<file path="src/rtl/core/sorted_table_search_insert_delete_top_defines.svh">
// Assertion macros for the sorted record table.
// Used by sorted_table_search_insert_delete_top; expects clk_i and rst_ni in scope.
`ifndef SORTED_TABLE_SEARCH_INSERT_DELETE_TOP_DEFINES_SVH
`define SORTED_TABLE_SEARCH_INSERT_DELETE_TOP_DEFINES_SVH

// Consequence checked in the same cycle as the antecedent.
`define STSID_ASSERT_NOW(label, ante, cons, msg) \
  label: assert property (@(posedge clk_i) disable iff (!rst_ni) (ante) |-> (cons)) \
    else $error(msg);

// Consequence checked in the cycle after the antecedent.
`define STSID_ASSERT_NEXT(label, ante, cons, msg) \
  label: assert property (@(posedge clk_i) disable iff (!rst_ni) (ante) |=> (cons)) \
    else $error(msg);

`endif

</file>
<file path="src/rtl/core/stsid_pkg.sv">
// Shared types and constants for the sorted record table.
// No dependencies; used by stsid_search and the top level.
`timescale 1ns / 1ps

package stsid_pkg;

  localparam int DEPTH_DEFAULT = 32;
  localparam int KEY_W         = 64;
  localparam int VAL_W         = 64;
  localparam int POS_W         = 6;
  localparam int STATUS_W      = 3;

  typedef struct packed {
    logic [KEY_W-1:0] key;
    logic [VAL_W-1:0] value;
  } record_t;

  typedef enum logic [STATUS_W-1:0] {
    STAT_FOUND     = 3'd0,
    STAT_INSERTED  = 3'd1,
    STAT_DELETED   = 3'd2,
    STAT_NOT_FOUND = 3'd3,
    STAT_FULL      = 3'd4
  } status_e;

  typedef enum logic [1:0] {
    ST_IDLE,
    ST_SEARCH,
    ST_SHIFT_UP,
    ST_SHIFT_DN
  } state_e;

  // Status of the binary search unit toward the control logic.
  typedef struct packed {
    logic rd_req;
    logic done;
    logic hit;
  } srch_stat_t;

endpackage

</file>
<file path="src/rtl/core/stsid_search.sv">
// Binary search sequencer: keeps the lo/hi bounds and issues a probe, then waits for its read data before the next.
// Depends on stsid_pkg; the probe memory lives in the top level.
`timescale 1ns / 1ps

module stsid_search #(
  parameter int DEPTH = stsid_pkg::DEPTH_DEFAULT
) (
  input  logic                          clk_i,
  input  logic                          rst_ni,
  input  logic                          start_i,
  input  logic [$clog2(DEPTH+1)-1:0]    count_i,
  input  logic [stsid_pkg::KEY_W-1:0]   key_i,
  input  logic [stsid_pkg::KEY_W-1:0]   probe_key_i,
  output stsid_pkg::srch_stat_t         stat_o,
  output logic [$clog2(DEPTH)-1:0]      mid_o,
  output logic [$clog2(DEPTH+1)-1:0]    pos_o
);

  localparam int AW = $clog2(DEPTH);
  localparam int CW = $clog2(DEPTH+1);

  logic [CW-1:0] lo_q, hi_q;
  logic [CW-1:0] mid_full;
  logic [AW-1:0] mid_q;
  logic          active_q, wait_q;
  logic          open_range;
  logic          key_eq;

  assign mid_full   = lo_q + ((hi_q - lo_q) >> 1);
  assign mid_o      = mid_full[AW-1:0];
  assign open_range = (lo_q < hi_q);
  assign key_eq     = (probe_key_i == key_i);

  always_comb begin
    stat_o.rd_req = active_q && !wait_q && open_range;
    stat_o.done   = active_q && ((!wait_q && !open_range) || (wait_q && key_eq));
    stat_o.hit    = active_q && wait_q && key_eq;
    pos_o         = stat_o.hit ? CW'(mid_q) : lo_q;
  end

  always_ff @(posedge clk_i or negedge rst_ni) begin
    if (!rst_ni) begin
      lo_q     <= '0;
      hi_q     <= '0;
      mid_q    <= '0;
      active_q <= 1'b0;
      wait_q   <= 1'b0;
    end else if (start_i) begin
      lo_q     <= '0;
      hi_q     <= count_i;
      active_q <= 1'b1;
      wait_q   <= 1'b0;
    end else if (active_q) begin
      if (!wait_q) begin
        if (open_range) begin
          mid_q  <= mid_o;
          wait_q <= 1'b1;
        end else begin
          active_q <= 1'b0;
        end
      end else begin
        wait_q <= 1'b0;
        if (key_eq) begin
          active_q <= 1'b0;
        end else if (key_i < probe_key_i) begin
          hi_q <= CW'(mid_q);
        end else begin
          lo_q <= CW'(mid_q) + 1'b1;
        end
      end
    end
  end

endmodule

</file>
<file path="src/rtl/core/sorted_table_search_insert_delete_top.sv">
// Sorted record table: lookup-or-insert and delete by key; uses stsid_pkg and stsid_search.
// Busy covers a search of P probes, P <= clog2(DEPTH+1), then the record moves, if any:
// an insert moves the m records above its point and writes the new one; a delete moves the m above the hit.
// done_o goes high in the same cycle in which busy falls.
// Throughput: one transaction at a time; the next can be accepted at the edge ending done_o.
// Reset clears the record count; the memory is not cleared. The receiver cannot stall results.
`timescale 1ns / 1ps
`include "sorted_table_search_insert_delete_top_defines.svh"

module sorted_table_search_insert_delete_top #(
  parameter int DEPTH = stsid_pkg::DEPTH_DEFAULT
) (
  input  logic                             clk_i,
  input  logic                             rst_ni,
  input  logic                             start,
  output logic                             busy,
  input  logic                             req_type_i,
  input  logic [stsid_pkg::KEY_W-1:0]      key_i,
  input  logic [stsid_pkg::VAL_W-1:0]      value_i,
  output logic                             done_o,
  output logic [stsid_pkg::STATUS_W-1:0]   status_o,
  output logic [stsid_pkg::POS_W-1:0]      position_o,
  output logic [stsid_pkg::KEY_W-1:0]      rec_key_o,
  output logic [stsid_pkg::VAL_W-1:0]      rec_value_o,
  output logic [stsid_pkg::POS_W-1:0]      fill_count_o
);

  localparam int AW = $clog2(DEPTH);
  localparam int CW = $clog2(DEPTH+1);
  localparam int PW = stsid_pkg::POS_W;

  // Control state.
  stsid_pkg::state_e state_q, state_d;
  logic [CW-1:0]     count_q, count_d;
  logic [CW-1:0]     pos_q, pos_d;
  logic [CW-1:0]     rd_ptr_q, rd_ptr_d;
  logic [AW-1:0]     wr_addr_q, wr_addr_d;
  logic              pend_q, pend_d;

  // Latched request and the record taken out by a delete.
  logic                        del_q;
  logic [stsid_pkg::KEY_W-1:0] key_q;
  logic [stsid_pkg::VAL_W-1:0] value_q;
  stsid_pkg::record_t          rec_q, rec_d;

  // Result registers.
  logic                        done_q, done_d;
  stsid_pkg::status_e          status_q, status_d;
  logic [PW-1:0]               position_q, position_d;
  logic [stsid_pkg::KEY_W-1:0] rkey_q, rkey_d;
  logic [stsid_pkg::VAL_W-1:0] rval_q, rval_d;
  logic [PW-1:0]               fill_q, fill_d;

  // Record memory: one write and one registered read per cycle.
  stsid_pkg::record_t mem [DEPTH];
  stsid_pkg::record_t mem_rdata_q;
  stsid_pkg::record_t mem_wdata;
  logic               mem_we, mem_re;
  logic [AW-1:0]      mem_waddr, mem_raddr;

  // Search unit.
  stsid_pkg::srch_stat_t srch_stat;
  logic [AW-1:0]         srch_mid;
  logic [CW-1:0]         srch_pos;
  logic                  accept;

  assign accept = start && (state_q == stsid_pkg::ST_IDLE);
  assign busy   = (state_q != stsid_pkg::ST_IDLE);

  stsid_search #(
    .DEPTH(DEPTH)
  ) u_search (
    .clk_i      (clk_i),
    .rst_ni     (rst_ni),
    .start_i    (accept),
    .count_i    (count_q),
    .key_i      (key_q),
    .probe_key_i(mem_rdata_q.key),
    .stat_o     (srch_stat),
    .mid_o      (srch_mid),
    .pos_o      (srch_pos)
  );

  // Sequencer. A search runs first; an insert then moves the records above the
  // insertion point up by one, from the top down, and a delete moves the records
  // above the hit down by one, from the bottom up. Each move reads a record in one
  // cycle and writes it in the next, overlapped with the following read, so the
  // read and write addresses of one cycle never coincide.
  always_comb begin
    state_d    = state_q;
    count_d    = count_q;
    pos_d      = pos_q;
    rd_ptr_d   = rd_ptr_q;
    wr_addr_d  = wr_addr_q;
    pend_d     = pend_q;
    rec_d      = rec_q;
    done_d     = 1'b0;
    status_d   = status_q;
    position_d = position_q;
    rkey_d     = rkey_q;
    rval_d     = rval_q;
    fill_d     = fill_q;
    mem_we     = 1'b0;
    mem_waddr  = wr_addr_q;
    mem_wdata  = mem_rdata_q;
    mem_re     = 1'b0;
    mem_raddr  = srch_mid;

    case (state_q)
      stsid_pkg::ST_IDLE: begin
        if (start) begin
          state_d = stsid_pkg::ST_SEARCH;
        end
      end

      stsid_pkg::ST_SEARCH: begin
        mem_re    = srch_stat.rd_req;
        mem_raddr = srch_mid;
        if (srch_stat.done) begin
          if (!del_q) begin
            if (srch_stat.hit) begin
              done_d     = 1'b1;
              status_d   = stsid_pkg::STAT_FOUND;
              position_d = PW'(srch_pos);
              rkey_d     = mem_rdata_q.key;
              rval_d     = mem_rdata_q.value;
              fill_d     = PW'(count_q);
              state_d    = stsid_pkg::ST_IDLE;
            end else if (count_q == CW'(DEPTH)) begin
              done_d     = 1'b1;
              status_d   = stsid_pkg::STAT_FULL;
              position_d = PW'(srch_pos);
              rkey_d     = key_q;
              rval_d     = value_q;
              fill_d     = PW'(count_q);
              state_d    = stsid_pkg::ST_IDLE;
            end else begin
              pos_d    = srch_pos;
              rd_ptr_d = count_q;
              pend_d   = 1'b0;
              state_d  = stsid_pkg::ST_SHIFT_UP;
            end
          end else begin
            if (!srch_stat.hit) begin
              done_d     = 1'b1;
              status_d   = stsid_pkg::STAT_NOT_FOUND;
              position_d = '0;
              rkey_d     = key_q;
              rval_d     = '0;
              fill_d     = PW'(count_q);
              state_d    = stsid_pkg::ST_IDLE;
            end else begin
              rec_d    = mem_rdata_q;
              pos_d    = srch_pos;
              rd_ptr_d = srch_pos + 1'b1;
              pend_d   = 1'b0;
              state_d  = stsid_pkg::ST_SHIFT_DN;
            end
          end
        end
      end

      stsid_pkg::ST_SHIFT_UP: begin
        if (pend_q) begin
          mem_we    = 1'b1;
          mem_waddr = wr_addr_q;
          mem_wdata = mem_rdata_q;
        end
        if (rd_ptr_q > pos_q) begin
          mem_re    = 1'b1;
          mem_raddr = AW'(rd_ptr_q - 1'b1);
          wr_addr_d = AW'(rd_ptr_q);
          pend_d    = 1'b1;
          rd_ptr_d  = rd_ptr_q - 1'b1;
        end else if (pend_q) begin
          // The last move uses the write port this cycle; the new record goes next.
          pend_d = 1'b0;
        end else begin
          mem_we          = 1'b1;
          mem_waddr       = AW'(pos_q);
          mem_wdata.key   = key_q;
          mem_wdata.value = value_q;
          count_d         = count_q + 1'b1;
          done_d          = 1'b1;
          status_d        = stsid_pkg::STAT_INSERTED;
          position_d      = PW'(pos_q);
          rkey_d          = key_q;
          rval_d          = value_q;
          fill_d          = PW'(count_q + 1'b1);
          state_d         = stsid_pkg::ST_IDLE;
        end
      end

      stsid_pkg::ST_SHIFT_DN: begin
        if (pend_q) begin
          mem_we    = 1'b1;
          mem_waddr = wr_addr_q;
          mem_wdata = mem_rdata_q;
        end
        if (rd_ptr_q < count_q) begin
          mem_re    = 1'b1;
          mem_raddr = AW'(rd_ptr_q);
          wr_addr_d = AW'(rd_ptr_q - 1'b1);
          pend_d    = 1'b1;
          rd_ptr_d  = rd_ptr_q + 1'b1;
        end else begin
          pend_d     = 1'b0;
          count_d    = count_q - 1'b1;
          done_d     = 1'b1;
          status_d   = stsid_pkg::STAT_DELETED;
          position_d = PW'(pos_q);
          rkey_d     = rec_q.key;
          rval_d     = rec_q.value;
          fill_d     = PW'(count_q - 1'b1);
          state_d    = stsid_pkg::ST_IDLE;
        end
      end

      default: begin
        state_d = stsid_pkg::ST_IDLE;
      end
    endcase
  end

  always_ff @(posedge clk_i or negedge rst_ni) begin
    if (!rst_ni) begin
      state_q   <= stsid_pkg::ST_IDLE;
      count_q   <= '0;
      pos_q     <= '0;
      rd_ptr_q  <= '0;
      wr_addr_q <= '0;
      pend_q    <= 1'b0;
      done_q    <= 1'b0;
    end else begin
      state_q   <= state_d;
      count_q   <= count_d;
      pos_q     <= pos_d;
      rd_ptr_q  <= rd_ptr_d;
      wr_addr_q <= wr_addr_d;
      pend_q    <= pend_d;
      done_q    <= done_d;
    end
  end

  // Payload registers carry no reset.
  always_ff @(posedge clk_i) begin
    if (accept) begin
      del_q   <= req_type_i;
      key_q   <= key_i;
      value_q <= value_i;
    end
    rec_q      <= rec_d;
    status_q   <= status_d;
    position_q <= position_d;
    rkey_q     <= rkey_d;
    rval_q     <= rval_d;
    fill_q     <= fill_d;
  end

  always_ff @(posedge clk_i) begin
    if (mem_we) begin
      mem[mem_waddr] <= mem_wdata;
    end
    if (mem_re) begin
      mem_rdata_q <= mem[mem_raddr];
    end
  end

  assign done_o       = done_q;
  assign status_o     = status_q;
  assign position_o   = position_q;
  assign rec_key_o    = rkey_q;
  assign rec_value_o  = rval_q;
  assign fill_count_o = fill_q;

  // The record count never runs past the table size.
  `STSID_ASSERT_NOW(a_count_range, 1'b1, count_q <= CW'(DEPTH), "record count exceeds depth")
  // A record move is only ever pending while records are being shifted.
  `STSID_ASSERT_NOW(a_pend_in_shift, pend_q,
    (state_q == stsid_pkg::ST_SHIFT_UP || state_q == stsid_pkg::ST_SHIFT_DN),
    "record move pending outside a shift")
  // An insert result comes with the count raised by one.
  `STSID_ASSERT_NOW(a_insert_count,
    done_q && (status_q == stsid_pkg::STAT_INSERTED),
    count_q == CW'($past(count_q) + 1'b1), "insert did not raise the record count")
  // A delete result comes with the count lowered by one.
  `STSID_ASSERT_NOW(a_delete_count,
    done_q && (status_q == stsid_pkg::STAT_DELETED),
    count_q == CW'($past(count_q) - 1'b1), "delete did not lower the record count")

endmodule
</file>
<file path="config.mk">
export PLATFORM = sky130hd
export DESIGN_NAME = sorted_table_search_insert_delete_top
export DESIGN_NICKNAME = d
export VERILOG_FILES = /design/src/rtl/core/stsid_pkg.sv /design/src/rtl/core/stsid_search.sv /design/src/rtl/core/sorted_table_search_insert_delete_top.sv
export VERILOG_INCLUDE_DIRS = /design/src /design/src/rtl/core
export SDC_FILE = /design/constraint.sdc
export NUM_CORES = 2
export LEC_CHECK = 0
export BUFFER_PORTS_ARGS = -buffer_cell sky130_fd_sc_hd__buf_2
export CAP_MARGIN = 30
export CORE_MARGIN = 2
export CORE_UTILIZATION = 50
export CTS_BUF_LIST = sky130_fd_sc_hd__clkbuf_8
export DETAILED_ROUTE_END_ITERATION = 7
export HOLD_SLACK_MARGIN = 0.1
export PLACE_DENSITY = 0.78
export SYNTH_ARGS = -nofsm -noshare
export SYNTH_HDL_FRONTEND = slang
export SYNTH_SLANG_ARGS = --single-unit
</file>
<file path="constraint.sdc">
create_clock -name clk_i -period 11.8 [get_ports clk_i]
set_input_delay 2.36 -clock clk_i [delete_from_list [all_inputs] [get_ports clk_i]]
set_output_delay 2.36 -clock clk_i [all_outputs]
set_load 0.05 [all_outputs]
</file>
==> metrics.txt <==
Sink Count=about 4700; Critical Path Start=state_q[1]; Post-synth EDFFs=~4600; Worst-path clk slew=60 ps; WP buf/inv=4; worst hold start=mem_rdata_q[30]; Tmin final=6970 ps; Worst EP required=12880 ps; clock skew=136 ps; H-tree lvl count=6; first-pass GRT wire length=758000 um; Slew Limit Fails=0; Layout Area Growth over Synthesis=11.1%; most frequent cells after synthesis=edfxtp_1, mux2i_1, o22ai_1; Setup violations, final=0; Residual DRC=0; setup TNS=0 ps; vias in the first global route=109000; total core area=0.379 sq mm; Final Routed Wirelength=538000 um; fmax=between 100 and 150 MHz; Nets=11600; initial antenna violation count=10; Clock Root Buffer=clkbuf_8; Worst Slack Setup Final=4830 ps; CTS tree=yes; mapped cell area=0.190 sq mm; largest cells by area after synthesis=edfxtp_1, mux2i_1, o32ai_1, o22ai_1, mux2_2; sequential-to-total area share from yosys stat=0.736; outcome=completed; CP Launch Type=flip-flop; Remaining Overflow, GRT=0; Post-CTS Setup Inserts=0; Crit Reg-Reg Endpoint=mem_rdata_q[73]; WP depth=11; Slew @ Worst Pin=between 1000 and 1500 ps; R2R Setup Slk=4830 ps; total CTS buffers=approximately 700; worst setup path category=reg2reg; peak fanout along the critical path=127; Global Route Usage Sum=0.272; Worst path slowest cell=buf_4; Die ar.=0.385 sq mm; Die W=621 um; final RePlAce weighted congestion=~0.89; Sequential cell area=0.140 sq mm; Cell Rows=226; Synth warnings=0; input/output buffers=between 200 and 300; Avg Inst Size Synth=17.6 sq um; Syn Nets=11000; fin area=0.211 sq mm; max incr delay on CP=900 ps; count leader, synth=edfxtp_1; count of different cell masters after synthesis=85; Yosys top cell area share=0.730; Avg Vias per Cell=6.45; CP endpoint kind=flip-flop; Arr. time, crit path=between 8000 and 9000 ps; CTS max path bufs=4; delay-heaviest family, CP=buffers and inverters; First-pass DRT Iterations=6; Primary FF master, synth=edfxtp_1; worst reg2reg path depth=11; Final ANT Viol Nets=0; Via Count=110000; Worst Hold Class=reg2reg; Cell Count Post-Placement=15700; post-synth top area cell=edfxtp_1; Rel. slew slack=0.0936; largest net degree at the start of global routing=170; Synth Instances=10800; final worst-path cycle share=0.591; Ports=277; final cell count without fillers=17000; area of the multi-input gates=0.0472 sq mm; Hold-fix buffers, CTS=0; fill count=27700; clock latency on the worst-skew pair=1320 ps; RSZ-0062 raised after global routing=no; CP Cell Sequence=buf_4 > nand2_2 > o32ai_4 > a211oi_1 > a221oi_4 > buf_12 > buf_12 > buf_4 > mux2i_1 > o32ai_1 > a2111oi_2; drt wl/cell=31.6 um; layout cells sized above 1=0.154; worst r2r src=state_q[1]; CP endpoint=mem_rdata_q[73]; max-cap violations=0; pre-CTS WS=5090 ps; Synth Register Bits=4670; die height=621 um; Placed Area=0.198 sq mm; post-DP HPWL=282000 um; Initial Utilization=0.502; post-CTS resize count=0; final hold viol count=0; Synth async-reset ratio=0.00985; Iteration-0 DRC Markers=around 15000
state kept, by name (all words and copies together) (netlist names), 64 cells and up:
signal,flops
rec_value_o,64
key_q,64
rec_key_o,64
mem_rdata_q,128
value_q,64
mem,4096
rec_q,128
metal layers:
layer | routed length, um | track usage
met4 | 37900 | 0.171
met5 | 49 | 0
met3 | 60000 | 0.0506
met1 | 187000 | 0.340
met2 | 253000 | 0.441
how the worst min path moves through the flow:
stage                     cells after the start         to
after floorplan                               0  rec_q[21]
after global placement                        0  rec_q[34]
after detailed placement                      0  rec_q[50]
after CTS                                     0  rec_q[34]
after global routing                          0  rec_q[27]
final                                         0  rec_q[30]
cells by family (layout without fill, tap and decap cells):
kind of cell / Yosys count / in the layout / share of synthesized area
flops: 4670 / 4670 / 0.736
mux: 2938 / 2938 / 0.155
compound gates: 1532 / 1532 / 0.0647
buf+inv: 775 / 1959 / 0.0187
simple gates: 760 / 760 / 0.0177
fa+ha+maj: 94 / 94 / 0.00626
xor+xnor: 28 / 28 / 0.00129
other cells: 0 / 11 / 0
metrics by stage:
step                utilization  hold WS [ps]
global route              0.558           489
floorplan                     -           445
CTS                       0.557           468
global placement          0.522           465
detailed placement        0.523           461
finish                    0.558           472
cell type report:
cell class,count,area share
Sequential cell,4670,0.662
Tap cell,5016,0.0297
Inverter,104,0.00188
Antenna cell,11,0.000130
Timing Repair Buffer,591,0.0223
Clock buffer,706,0.0460
Multi-Input combinational cell,5352,0.223
Clock inverter,558,0.0147
placed cells by master (no fill, tap or decap), drive strengths merged, types with 18 or more instances in the layout:
| cell type | synthesis | final |
|---|---|---|
| nand2 | 222 | 222 |
| mux2 | 136 | 136 |
| o32ai | 381 | 381 |
| buf | 353 | 590 |
| nor2 | 318 | 318 |
| inv | 104 | 351 |
| ha | 92 | 92 |
| nor3 | 44 | 44 |
| o22ai | 388 | 388 |
| edfxtp | 4624 | 4624 |
| clkbuf | 318 | 707 |
| nor2b | 76 | 76 |
| dfrtp | 46 | 46 |
| o221ai | 134 | 134 |
| a21o | 32 | 32 |
| a211oi | 77 | 77 |
| xnor2 | 18 | 18 |
| a2111oi | 128 | 128 |
| clkinv | 0 | 286 |
| mux2i | 2802 | 2802 |
| o21ai | 190 | 190 |
| a21oi | 109 | 109 |
| nand3 | 42 | 42 |
Power is not shown: default switching activity piles up to over one toggle a cycle in this logic, so the estimate is an artifact.
